**src/hw/rtl/ipban_pkg.sv**
```systemverilog
// Shared types and constants for the expiring IPv4 ban table.
// Used by ipban_ctrl, ipban_dp and the top level expiring_ip_ban_table.
package ipban_pkg;

  localparam logic [31:0] ALL_ONES = 32'hFFFF_FFFF;

  localparam int unsigned IN_DATA_W  = 128;
  localparam int unsigned OUT_DATA_W = 112;

  typedef enum logic [1:0] {
    OP_MATCH  = 2'd0,
    OP_ADD    = 2'd1,
    OP_REMOVE = 2'd2,
    OP_EXPIRE = 2'd3
  } op_e;

  typedef enum logic [1:0] {
    ST_OK        = 2'd0,
    ST_NOT_FOUND = 2'd1,
    ST_FULL      = 2'd2,
    ST_INVALID   = 2'd3
  } status_e;

  typedef enum logic [2:0] {
    CMD_NONE,
    CMD_LOAD,
    CMD_ADD,
    CMD_REJECT,
    CMD_SCAN_START,
    CMD_SCAN_STEP,
    CMD_FINISH
  } cmd_e;

  typedef struct packed {
    logic [31:0] addr;
    logic [31:0] mask;
    logic [31:0] expiry;
  } entry_t;

  // Controller to datapath
  typedef struct packed {
    cmd_e    kind;
    status_e code;
  } cmd_t;

  // Datapath to controller
  typedef struct packed {
    op_e  op;
    logic addr_invalid;
    logic table_full;
    logic scan_done;
  } sts_t;

endpackage

```
**src/hw/rtl/ipban_ctrl.sv**
```systemverilog
// Controller state machine of the ban table: handshakes and command sequencing.
// Depends on ipban_pkg for the command and status structs.
module ipban_ctrl (
  input  logic              clk_i,
  input  logic              rst_ni,
  input  logic              s_tvalid_i,
  output logic              s_tready_o,
  output logic              m_tvalid_o,
  input  logic              m_tready_i,
  input  ipban_pkg::sts_t   sts_i,
  output ipban_pkg::cmd_t   cmd_o
);
  import ipban_pkg::*;

  typedef enum logic [1:0] {
    S_IDLE,
    S_DECIDE,
    S_SCAN,
    S_OUT
  } state_e;

  state_e state_q, state_d;
  logic   s_tready_q, s_tready_d;
  logic   m_tvalid_q, m_tvalid_d;

  always_comb begin
    state_d    = state_q;
    s_tready_d = s_tready_q;
    m_tvalid_d = m_tvalid_q;
    cmd_o      = '{kind: CMD_NONE, code: ST_OK};
    case (state_q)
      S_IDLE: begin
        if (s_tvalid_i && s_tready_q) begin
          cmd_o.kind = CMD_LOAD;
          s_tready_d = 1'b0;
          state_d    = S_DECIDE;
        end
      end
      S_DECIDE: begin
        if (sts_i.op == OP_ADD) begin
          if (sts_i.addr_invalid) begin
            cmd_o = '{kind: CMD_REJECT, code: ST_INVALID};
          end else if (sts_i.table_full) begin
            cmd_o = '{kind: CMD_REJECT, code: ST_FULL};
          end else begin
            cmd_o.kind = CMD_ADD;
          end
          m_tvalid_d = 1'b1;
          state_d    = S_OUT;
        end else if (sts_i.op == OP_MATCH && sts_i.addr_invalid) begin
          cmd_o      = '{kind: CMD_REJECT, code: ST_INVALID};
          m_tvalid_d = 1'b1;
          state_d    = S_OUT;
        end else begin
          cmd_o.kind = CMD_SCAN_START;
          state_d    = S_SCAN;
        end
      end
      S_SCAN: begin
        if (sts_i.scan_done) begin
          cmd_o.kind = CMD_FINISH;
          m_tvalid_d = 1'b1;
          state_d    = S_OUT;
        end else begin
          cmd_o.kind = CMD_SCAN_STEP;
        end
      end
      S_OUT: begin
        // hold the result until the transfer completes
        if (m_tready_i) begin
          m_tvalid_d = 1'b0;
          s_tready_d = 1'b1;
          state_d    = S_IDLE;
        end
      end
      default: begin
        state_d    = S_IDLE;
        s_tready_d = 1'b1;
        m_tvalid_d = 1'b0;
      end
    endcase
  end

  always_ff @(posedge clk_i or negedge rst_ni) begin
    if (!rst_ni) begin
      state_q    <= S_IDLE;
      s_tready_q <= 1'b1;
      m_tvalid_q <= 1'b0;
    end else begin
      state_q    <= state_d;
      s_tready_q <= s_tready_d;
      m_tvalid_q <= m_tvalid_d;
    end
  end

  assign s_tready_o = s_tready_q;
  assign m_tvalid_o = m_tvalid_q;

  a_one_side: assert property (@(posedge clk_i) disable iff (!rst_ni)
    !(s_tready_o && m_tvalid_o))
    else $error("input and output sides open at once");

  a_accept_closes: assert property (@(posedge clk_i) disable iff (!rst_ni)
    (s_tvalid_i && s_tready_o) |=> (!s_tready_o && state_q == S_DECIDE))
    else $error("input stayed open after a transfer");

  a_out_reopens: assert property (@(posedge clk_i) disable iff (!rst_ni)
    (m_tvalid_o && m_tready_i) |=> (!m_tvalid_o && s_tready_o))
    else $error("result not retired after its transfer");

endmodule

```
**src/hw/rtl/ipban_dp.sv**
```systemverilog
// Datapath of the ban table: request registers, entry memory, scan counters
// and the result register. Depends on ipban_pkg; driven by ipban_ctrl commands.
module ipban_dp #(
  parameter int unsigned TABLE_ENTRIES = 16
) (
  input  logic                          clk_i,
  input  logic                          rst_ni,
  input  ipban_pkg::cmd_t               cmd_i,
  output ipban_pkg::sts_t               sts_o,
  input  logic [1:0]                    req_op_i,
  input  logic [ipban_pkg::IN_DATA_W-1:0]  req_data_i,
  output logic [1:0]                    res_status_o,
  output logic [ipban_pkg::OUT_DATA_W-1:0] res_data_o
);
  import ipban_pkg::*;

  localparam int unsigned IW = (TABLE_ENTRIES > 1) ? $clog2(TABLE_ENTRIES) : 1;
  localparam int unsigned CW = $clog2(TABLE_ENTRIES + 1);
  localparam logic [CW-1:0] FULL_COUNT = CW'(TABLE_ENTRIES);

  // request registers
  op_e         op_q;
  logic [31:0] addr_q, mask_q, dur_q, now_q;

  // table state
  entry_t        mem_q [TABLE_ENTRIES];
  logic [CW-1:0] cnt_q;

  // scan state
  logic [CW-1:0] rd_q, wr_q;
  logic          rvld_q;
  logic          found_q;
  entry_t        rdata_q;

  // result register
  status_e     res_status_q;
  logic [3:0]  res_slot_q;
  entry_t      res_entry_q;
  logic [4:0]  res_expired_q;

  logic        is_step, is_add, issue;
  logic        expired, exact, masked, drop, hit;
  logic [31:0] new_expiry;
  entry_t      new_entry;

  assign is_step = (cmd_i.kind == CMD_SCAN_STEP);
  assign is_add  = (cmd_i.kind == CMD_ADD);
  assign issue   = is_step && (rd_q < cnt_q);

  assign expired = (rdata_q.expiry != 32'd0) && (rdata_q.expiry < now_q);
  assign exact   = (rdata_q.addr == addr_q) && (rdata_q.mask == mask_q);
  assign masked  = ((addr_q & rdata_q.mask) == (rdata_q.addr & rdata_q.mask));

  always_comb begin
    if (op_q == OP_REMOVE) begin
      drop = !found_q && exact;
      hit  = drop;
    end else begin
      drop = expired;
      hit  = (op_q == OP_MATCH) && !expired && !found_q && masked;
    end
  end

  // an all-ones duration, or a sum that wraps to zero, makes the entry permanent
  assign new_expiry = (dur_q == ALL_ONES) ? 32'd0 : now_q + dur_q;
  assign new_entry  = '{addr: addr_q, mask: mask_q, expiry: new_expiry};

  always_ff @(posedge clk_i) begin
    if (cmd_i.kind == CMD_LOAD) begin
      op_q   <= op_e'(req_op_i);
      addr_q <= req_data_i[31:0];
      mask_q <= req_data_i[63:32];
      dur_q  <= req_data_i[95:64];
      now_q  <= req_data_i[127:96];
    end
  end

  // single write port, single registered read port
  always_ff @(posedge clk_i) begin
    if (is_add) begin
      mem_q[cnt_q[IW-1:0]] <= new_entry;
    end else if (is_step && rvld_q && !drop) begin
      mem_q[wr_q[IW-1:0]] <= rdata_q;
    end
    if (issue) begin
      rdata_q <= mem_q[rd_q[IW-1:0]];
    end
  end

  always_ff @(posedge clk_i or negedge rst_ni) begin
    if (!rst_ni) begin
      cnt_q   <= '0;
      rd_q    <= '0;
      wr_q    <= '0;
      rvld_q  <= 1'b0;
      found_q <= 1'b0;
    end else begin
      case (cmd_i.kind)
        CMD_ADD: begin
          cnt_q <= cnt_q + CW'(1);
        end
        CMD_SCAN_START: begin
          rd_q    <= '0;
          wr_q    <= '0;
          rvld_q  <= 1'b0;
          found_q <= 1'b0;
        end
        CMD_SCAN_STEP: begin
          rvld_q <= issue;
          if (issue) begin
            rd_q <= rd_q + CW'(1);
          end
          if (rvld_q) begin
            if (hit) begin
              found_q <= 1'b1;
            end
            if (!drop) begin
              wr_q <= wr_q + CW'(1);
            end
          end
        end
        CMD_FINISH: begin
          cnt_q <= wr_q;
        end
        default: begin
        end
      endcase
    end
  end

  always_ff @(posedge clk_i) begin
    case (cmd_i.kind)
      CMD_REJECT: begin
        res_status_q  <= cmd_i.code;
        res_slot_q    <= '0;
        res_entry_q   <= '0;
        res_expired_q <= '0;
      end
      CMD_ADD: begin
        res_status_q  <= ST_OK;
        res_slot_q    <= 4'(cnt_q);
        res_entry_q   <= new_entry;
        res_expired_q <= '0;
      end
      CMD_SCAN_START: begin
        res_slot_q  <= '0;
        res_entry_q <= '0;
      end
      CMD_SCAN_STEP: begin
        // capture the reported entry at its compacted slot
        if (rvld_q && hit) begin
          res_slot_q  <= 4'(wr_q);
          res_entry_q <= rdata_q;
        end
      end
      CMD_FINISH: begin
        if (op_q == OP_EXPIRE || found_q) begin
          res_status_q <= ST_OK;
        end else begin
          res_status_q <= ST_NOT_FOUND;
        end
        if (op_q == OP_REMOVE) begin
          res_expired_q <= '0;
        end else begin
          res_expired_q <= 5'(cnt_q - wr_q);
        end
      end
      default: begin
      end
    endcase
  end

  assign sts_o.op           = op_q;
  assign sts_o.addr_invalid = (addr_q == ALL_ONES);
  assign sts_o.table_full   = (cnt_q == FULL_COUNT);
  assign sts_o.scan_done    = (rd_q == cnt_q) && !rvld_q;

  assign res_status_o = res_status_q;
  assign res_data_o   = {7'd0, res_expired_q, res_entry_q.expiry, res_entry_q.mask,
                         res_entry_q.addr, res_slot_q};

  a_wr_behind_rd: assert property (@(posedge clk_i) disable iff (!rst_ni)
    wr_q <= rd_q)
    else $error("compaction write pointer passed the read pointer");

  a_cnt_bound: assert property (@(posedge clk_i) disable iff (!rst_ni)
    cnt_q <= FULL_COUNT)
    else $error("entry count above table size");

  a_add_not_full: assert property (@(posedge clk_i) disable iff (!rst_ni)
    is_add |-> (cnt_q < FULL_COUNT && addr_q != ALL_ONES))
    else $error("entry appended to a full table or with an invalid address");

endmodule

```
**src/hw/rtl/expiring_ip_ban_table.sv**
```systemverilog
// Top level of the expiring IPv4 ban table: stream ports, controller and datapath.
// Depends on ipban_pkg, ipban_ctrl and ipban_dp.
//
// Channel  Dir  Carries
// s_*      in   tuser: operation[1:0]; tdata: address, prefix_mask, duration, now
// m_*      out  tuser: status[1:0]; tdata: entry_slot, matched_address,
//               matched_mask, matched_expiry, expired_count
//
// One item at a time. Add and rejected requests raise the result from the decide
// state after the input transfer; match, remove and expire walk the stored
// entries through the entry memory, one per cycle, in the scan state first.
// The input reopens the cycle after the result transfer.
// Reset empties the table at once; memory contents need no clearing.
// The input stays closed from its transfer until the result has been taken.
module expiring_ip_ban_table #(
  parameter int unsigned TABLE_ENTRIES = 16
) (
  input  logic                              clk_i,
  input  logic                              rst_ni,
  input  logic                              s_tvalid_i,
  output logic                              s_tready_o,
  // address[31:0], prefix_mask[63:32], duration[95:64], now[127:96]
  input  logic [ipban_pkg::IN_DATA_W-1:0]   s_tdata_i,
  // operation[1:0]
  input  logic [1:0]                        s_tuser_i,
  output logic                              m_tvalid_o,
  input  logic                              m_tready_i,
  // entry_slot[3:0], matched_address[35:4], matched_mask[67:36],
  // matched_expiry[99:68], expired_count[104:100], zero fill[111:105]
  output logic [ipban_pkg::OUT_DATA_W-1:0]  m_tdata_o,
  // status[1:0]
  output logic [1:0]                        m_tuser_o
);
  import ipban_pkg::*;

  cmd_t cmd;
  sts_t sts;

  ipban_ctrl u_ctrl (
    .clk_i      (clk_i),
    .rst_ni     (rst_ni),
    .s_tvalid_i (s_tvalid_i),
    .s_tready_o (s_tready_o),
    .m_tvalid_o (m_tvalid_o),
    .m_tready_i (m_tready_i),
    .sts_i      (sts),
    .cmd_o      (cmd)
  );

  ipban_dp #(
    .TABLE_ENTRIES (TABLE_ENTRIES)
  ) u_dp (
    .clk_i        (clk_i),
    .rst_ni       (rst_ni),
    .cmd_i        (cmd),
    .sts_o        (sts),
    .req_op_i     (s_tuser_i),
    .req_data_i   (s_tdata_i),
    .res_status_o (m_tuser_o),
    .res_data_o   (m_tdata_o)
  );

endmodule
```
**config.mk**
```make
export PLATFORM = sky130hd
export DESIGN_NAME = expiring_ip_ban_table
export DESIGN_NICKNAME = d
export VERILOG_FILES = /design/src/hw/rtl/ipban_pkg.sv /design/src/hw/rtl/ipban_ctrl.sv /design/src/hw/rtl/ipban_dp.sv /design/src/hw/rtl/expiring_ip_ban_table.sv
export SDC_FILE = /design/constraint.sdc
export NUM_CORES = 2
export LEC_CHECK = 0
export BUFFER_PORTS_ARGS = -buffer_cell sky130_fd_sc_hd__buf_2
export CAP_MARGIN = 20
export CORE_ASPECT_RATIO = 1.5
export CORE_MARGIN = 5
export CORE_UTILIZATION = 45
export CTS_BUF_LIST = sky130_fd_sc_hd__clkbuf_8
export CTS_CLUSTER_DIAMETER = 30
export DETAILED_ROUTE_END_ITERATION = 7
export PLACE_DENSITY = 0.63
export SYNTH_ARGS = -nofsm -noshare
export SYNTH_HDL_FRONTEND = slang
export SYNTH_SLANG_ARGS = --single-unit
```
**constraint.sdc**
```tcl
create_clock -name clk_i -period 15.38 [get_ports clk_i]
set_clock_uncertainty 0.2 [all_clocks]
set_input_delay 2.307 -clock clk_i [delete_from_list [all_inputs] [get_ports clk_i]]
set_output_delay 2.307 -clock clk_i [all_outputs]
set_load 0.05 [all_outputs]
```
# Word level (Yosys, flattened, before mapping)
# Memories as Yosys holds them, arrays and structs flattened. A register that Yosys moved wholly into a read port is not among the register bits.
# Cells that the tools add are included.
# Widths: inputs -> output; s select.
dict set report classes {
  addsub 5
  mul 0
  n_div 0
  order_cmp 2
  n_eq_ne 28
  shifts 0
  mux 53
  n_bitwise 2
  n_reduce_logical 38
}
# operator count
set op_table {}
lappend op_table {{$pmux 96 s3} 1}
lappend op_table {{$mux 96} 2}
lappend op_table {{$eq 32x32->1} 3}
lappend op_table {{$reduce_or 96->1} 1}
lappend op_table {{$and 32x32->32} 2}
lappend op_table {{$eq 32x32->1 const B} 2}
lappend op_table {{$pmux 5 s2} 4}
lappend op_table {{$add 32x32->32} 1}
lappend op_table {{$lt 32x32->1} 1}
lappend op_table {{$mux 32} 1}
lappend op_table {{$reduce_bool 32->1} 1}
lappend op_table {{$mux 5} 6}
lappend op_table {{$mux 1} 21}
lappend op_table {{$add 5x1->5 const B} 3}
lappend op_table {{$mux 2} 7}
lappend op_table {{$logic_and 1x1->1} 13}
lappend op_table {{$ne 2x2->1 const B} 6}
lappend op_table {{$pmux 4 s3} 1}
lappend op_table {{$reduce_and 3->1} 4}
lappend op_table {{$eq 3x3->1 const B} 3}
lappend op_table {{$pmux 3 s3} 1}
lappend op_table {{$reduce_bool 3->1} 3}
lappend op_table {{$eq 2x2->1 const B} 4}
lappend op_table {{$mux 4} 2}
lappend op_table {{other kinds (21)} 35}
dict set report totals {
  regBits 258
  latchBits 0
  ramBits 1536
  mem_bits_ro 0
  inputBits 134
  output_inout_bits 116
  wordCells 148
  memories 1
}
# memory words width read_ports rd_clocked_by_memory_dff write_ports line_no
set memory_table {}
lappend memory_table {u_dp.mem_q 16 96 1 1 1 ipban_dp.sv:26} ;# entry_t mem_q [TABLE_ENTRIES];

# Depth between registers and ports, before layout
dict set report depth {
  word_depth 13
  depth_mapped 16
  depth_no_buf 10
}

# Cells and area by module
# Synthesis repeated with hierarchy kept, for this count alone.
dict set report unflattened {
  cells_unflattened 3456
  hier_area_um2 74821.8
}
# module instances cells_each area_per_inst_um2 seq_area_each_um2
set by_module_without_submodules {}
lappend by_module_without_submodules {ipban_dp 1 3418 74451.4 56549.2}
lappend by_module_without_submodules {ipban_ctrl 1 38 370.4 101.3}

# Worst setup path after synthesis
# No wires, ideal clock.
dict set report synth_path {
  path_type {in2reg}
  startpoint {in s_tvalid_i}
  endpoint {reg u_dp.addr_q[0], enable pin}
  setup_time_ns 0.778
  t_arrival_ns 11.625
  required_ns 14.402
  slack_ns 2.776
  path_stages 5
  n_path_buf 0
  path_cell_list {nand3_1 nand2_1 o21ai_0 a41o_2 nor3_1}
}
dict set report synth_via {
  elab_chain_len 4
}
# item line_no
set synth_rtl {}
lappend synth_rtl {{start: declaration} expiring_ip_ban_table.sv:20} ;# input logic s_tvalid_i,
lappend synth_rtl {{$logic_and 1x1->1} ipban_ctrl.sv:33} ;# if (s_tvalid_i && s_tready_q) begin
lappend synth_rtl {{$mux 1} ipban_ctrl.sv:33}
lappend synth_rtl {{$pmux 3 s3} ipban_ctrl.sv:31} ;# case (state_q)
lappend synth_rtl {{$eq 3x1->1} ipban_dp.sv:69} ;# if (cmd_i.kind == CMD_LOAD) begin
lappend synth_rtl {{end signal: assignment} ipban_dp.sv:71} ;# addr_q <= req_data_i[31:0];
lappend synth_rtl {{end: declaration} ipban_dp.sv:23} ;# logic [31:0] addr_q, mask_q, dur_q, now_q;
# No other way between the ends.
# A chain may end at the register's enable or synchronous reset.

# Final worst setup path
dict set report layout_path {
  startpoint {reg u_dp.rd_q[0]}
  endpoint {mem u_dp.mem_q[10][29] (netlist name), enable pin}
}
dict set report layout_via {
  elab_chain_len 12
  elab_cells_between_ends 16
  cone_classes {3 x eq/ne; 9 x mux; 4 x reduce/logical}
}
# item line_no
set layout_rtl {}
lappend layout_rtl {{start: declaration} ipban_dp.sv:30} ;# logic [CW-1:0] rd_q, wr_q;
lappend layout_rtl {{start signal: assignment} ipban_dp.sv:111} ;# rd_q <= rd_q + CW'(1);
lappend layout_rtl {{$eq 5x5->1 *} ipban_dp.sv:176} ;# assign sts_o.scan_done = (rd_q == cnt_q) && !rvld_q;
lappend layout_rtl {{$logic_and 1x1->1 *} ipban_dp.sv:176}
lappend layout_rtl {{$mux 2 *} ipban_ctrl.sv:60} ;# if (sts_i.scan_done) begin
lappend layout_rtl {{$pmux 3 s3 *} ipban_ctrl.sv:31}
lappend layout_rtl {{$eq 3x3->1} ipban_dp.sv:46} ;# assign is_step = (cmd_i.kind == CMD_SCAN_STEP);
lappend layout_rtl {{$logic_and 1x1->1 (2 in a row)} ipban_dp.sv:82} ;# end else if (is_step && rvld_q && !drop) begin
lappend layout_rtl {{$mux 1} ipban_dp.sv:82}
lappend layout_rtl {{$mux 1} ipban_dp.sv:80} ;# if (is_add) begin
lappend layout_rtl {{$mux 1 (implied by the code)} ipban_dp.sv:83} ;# mem_q[wr_q[IW-1:0]] <= rdata_q;
lappend layout_rtl {{$reduce_or 96->1 (no line)} -}
lappend layout_rtl {{$mux 4 (no line) / $mux 1 (equally long branches)} -}
lappend layout_rtl {{end: declaration} ipban_dp.sv:26}
# Every way passes the cells marked *; elsewhere a longest branch is shown, timed or not.

==> summary.md <==
| Metric | Value |
|---|---|
| Clock Path Buffers | 4 |
| TritonCTS Buffers | 336 |
| Nets | 4191 |
| Met1 usage | 30.3% |
| Peak VDD IR | 0.164 mV |
| Post-route insts no fill | roughly 6400 |
| CP most frequent cell | buf_4 |
| Crit end category | flip-flop |
| DRT iter0 DRCs | 3966 |
| Critical path class | reg2reg |
| GP Congestion | between 0.9 and 1 |
| Dpl cells | around 5900 |
| Max Freq | 0.151 GHz |
| CTS root buffer | clkbuf_8 |
| Horiz. Die Dim | 343 um |
| Status | completed |
| Met2 usage | 35.0% |
| Rows | between 150 and 200 |
| EDFF count, synth | 1869 |
| Max Slew Vio Count | 0 |
| Crit path max-delay cell type | dfrtp_4 |
| WL/cell | 29.5 um |
| Die Ht | 510 um |
| Worst Path Max Fanout | 45 |
| Final setup viols | 0 |
| Initial antenna violation count | 12 |
| Global-route wire length before repair | ~270 mm |
| Yosys Warn Count | 0 |
| DIE AREA | roughly 0.18 sq mm |
| Setup bufs post-CTS | 0 |
| Cts repair resizes | 0 |
| Worst R2R Setup Slack | 8.76 ns |
| DRT Pass-1 Iters | 6 |
| Ys async rst share | 1.11% |
| Design Power | 15.3 mW |
| Final ANT Viol Nets | 0 |
| Netlist Area Pre-Place | 0.0750 sq mm |
| Buf/Inv on CP | 3 |
| Fin crit share | 43.1% |
| #FFs+latches synth | 1890 |
| Sequential area share after synthesis | 75.5% |
| Clock Latency Late Sink | 1.03 ns |
| Largest net degree at the start of global routing | 143 |
| H-tree Lvls | 5 |
| Worst Hold Class | reg2reg |
| Share of post-route cells with drive strength above 1 | 32.8% |
| Leakage power | 27.7 nW |
| Met3 usage | roughly 4.2% |
| CP peak stage delay | ~0.97 ns |
| Top Family by Delay on Critical Path | compound AO/OA/AOI/OAI gates |
| Core area | 0.166 sq mm |
| CTS tree | yes |
| Grt ovf | 0 |
| Tot GR Track Use | between 20% and 30% |
| Hold Violations, Final | 0 |
| Total number of vias | roughly 38000 |
| Area Growth Syn to Fin | 14.7% |
| WL final | 190 mm |
| Port bufs | 242 |
| Max-Cap Viols | 0 |
| Clk pin slew, worst setup/hold paths | 0.06 ns |
| Most used DFF post-synth | edfxtp_1 |
| Type of origin of the critical path | flip-flop |
| Critical path required time | 15.74 ns |
| CTS Hold Bufs | 0 |
| Number of remaining DRC errors | 0 |
| Slew headroom | 22.3% |
| RSZ-0062 raised after global routing | no |
| Post-synth cell types | 73 |
| Vias per inst | 5.90 |
| WP data arrival | 6.98 ns |
| Setup TNS | 0 ns |
| Ordered list of cells on the worst path | inv_1 > ha_1 > nand2_1 > o31a_1 > o21ai_0 > a41o_2 > nor3_4 > o2111ai_4 > or2_1 > o22ai_4 > buf_4 > buf_4 |
| Initial core utilization | 45.3% |
| Worst Max-Slew Pin Slew | 1.17 ns |
| Most Crowded Layer GR | met2 |
| Vias in the first global route | 39400 |
| Synth Area per Inst | 21.7 sq um |
| Mapped Cells | 3465 |
| Power Density | 178 mW/mm^2 |
| IO Pins | between 200 and 300 |
| CTS sink count | 1890 |
| Dpl hpwl | roughly 110 mm |
| Crit path time final | 6.62 ns |
synth_stat cells, types with 9 or more instances:
cell | instances | share of area [%]
nor3_1 | 11 | 0.073
a2bb2o_4 | 9 | 0.24
dfrtp_1 | 20 | 0.67
nor4_1 | 24 | 0.20
a21oi_1 | 52 | 0.35
a21o_1 | 20 | 0.20
inv_1 | 89 | 0.45
a32o_1 | 15 | 0.20
nor2_1 | 33 | 0.17
o22ai_1 | 12 | 0.10
nand2b_1 | 9 | 0.075
mux2_2 | 63 | 0.95
mux4_2 | 480 | 14
ha_1 | 80 | 1.3
nand3_1 | 47 | 0.31
xor2_1 | 72 | 0.84
clkbuf_1 | 100 | 0.50
o21ai_0 | 61 | 0.41
buf_4 | 17 | 0.17
nand2_1 | 59 | 0.30
buf_2 | 13 | 0.087
edfxtp_1 | 1869 | 75
xnor2_1 | 30 | 0.35
buf_1 | 35 | 0.18
nand4_1 | 35 | 0.29
a22o_1 | 89 | 1.0
flip-flops by register name, indices dropped and copies added, names as in the netlist:
name	cells
u_dp.rdata_q	96
u_dp.res_data_o	96
u_ctrl.m_tvalid_o	1
u_dp.dur_q	32
u_dp.mem_q	1536
u_dp.found_q	1
u_dp.addr_q	32
u_ctrl.s_tready_o	1
u_dp.rd_q	5
u_dp.wr_q	5
u_dp.rvld_q	1
u_dp.res_status_o	2
u_dp.op_q	2
u_dp.mask_q	32
u_dp.res_expired_q	5
u_ctrl.state_q	2
u_dp.now_q	32
u_dp.res_slot_q	4
u_dp.cnt_q	5
cell families after synthesis:
family | count (synthesis) | share of synthesized area, %
flops | 1890 | 75.5
other cells | 1 | 0.00500
mux | 544 | 15.4
simple gates | 256 | 1.80
compound gates | 335 | 3.37
fa+ha+maj | 82 | 1.39
buf+inv | 255 | 1.39
xor+xnor | 102 | 1.19
cell usage in the layout (no fill, tap or decap), types with 6 or more instances in the layout:
cell type   count
edfxtp_1     1869
mux4_2        480
clkbuf_8      346
buf_2         243
inv_1         155
a22o_1         89
buf_4          84
ha_1           80
xor2_1         72
mux2_2         63
nand2_1        59
o21ai_0        57
a21oi_1        52
clkinv_1       51
nand3_1        47
clkinv_2       43
nand4_1        35
nor2_1         33
bufinv_16      31
xnor2_1        30
nor4_1         24
a21o_1         20
clkinvlp_4     19
dfrtp_1        16
a32o_1         15
clkinv_4       14
nor3_1         10
nand2b_1        9
a2bb2o_4        9
inv_6           9
o211ai_1        8
o21bai_1        8
a22oi_1         8
o22ai_4         8
conb_1          7
and3_1          6
a211oi_1        6
nor2b_1         6
o32ai_4         6
power by group:
part / internal [mW] / leakage, nW / switching (mW)
clock: 2.63 / 3.65 / 2.06
sequential: 6.70 / 17.2 / 0.268
combinational: 1.22 / 6.88 / 2.44
total: 10.6 / 27.7 / 4.77
worst reg2reg max path, stage by stage (launching register included):
cell and delay, ns:
dfrtp_4 0.97, inv_1 0.17, ha_1 0.33, nand2_1 0.11, o31a_1 0.18, o21ai_0 0.11, a41o_2 0.32, nor3_4 0.18
o2111ai_4 0.57, or2_1 0.58, o22ai_4 0.70, buf_4 0.78, buf_4 0.91
per-layer routing:
| metal | wire [um] | up-vias |
|---|---|---|
| li1 | - | 15700 |
| met1 | 77800 | 20200 |
| met2 | 92100 | 1787 |
| met3 | 14900 | 340 |
| met4 | 5360 | 0 |
| met5 | 0 | - |
area by class of cell:
class	instances	area, sq um
clock buffers	346	4760
inverters	89	334
clock inverters	236	1970
multi-input cells	1326	17600
fillers	13100	79700
repair buffers	332	1930
flip-flops and latches	1890	56700
diodes	4	10.0
well taps	2220	2780
stage by stage:
step	area, sq um	worst slack, ns	hold slack [ns]	util (%)
2_1_floorplan	75100	2.78	0.292	-
4_1_cts	86100	8.67	0.361	51.9
3_3_place_gp	79300	7.90	0.336	47.8
5_1_grt	86100	8.40	0.392	51.9
6_report	86100	8.76	0.359	51.9
3_5_place_dp	79300	7.91	0.343	47.9
final timing paths:
| check | start | endpoint | cells after the start |
|---|---|---|---|
| setup reg to reg | u_dp.rd_q[0]$_DFFE_PN0P_ | u_dp.mem_q[10][29]$_DFFE_PP_ | 12 |
| min in group asynchronous | rst_ni | u_dp.rd_q[3]$_DFFE_PN0P_ | 1 |
| hold / removal | u_dp.wr_q[4]$_DFFE_PN0P_ | u_dp.wr_q[4]$_DFFE_PN0P_ | 1 |
| max in group asynchronous | rst_ni | u_dp.rd_q[0]$_DFFE_PN0P_ | 1 |
| setup / recovery | u_dp.rd_q[0]$_DFFE_PN0P_ | u_dp.mem_q[10][29]$_DFFE_PP_ | 12 |
| hold reg to reg | u_dp.wr_q[4]$_DFFE_PN0P_ | u_dp.wr_q[4]$_DFFE_PN0P_ | 1 |
(Power assumes the default switching activity.)
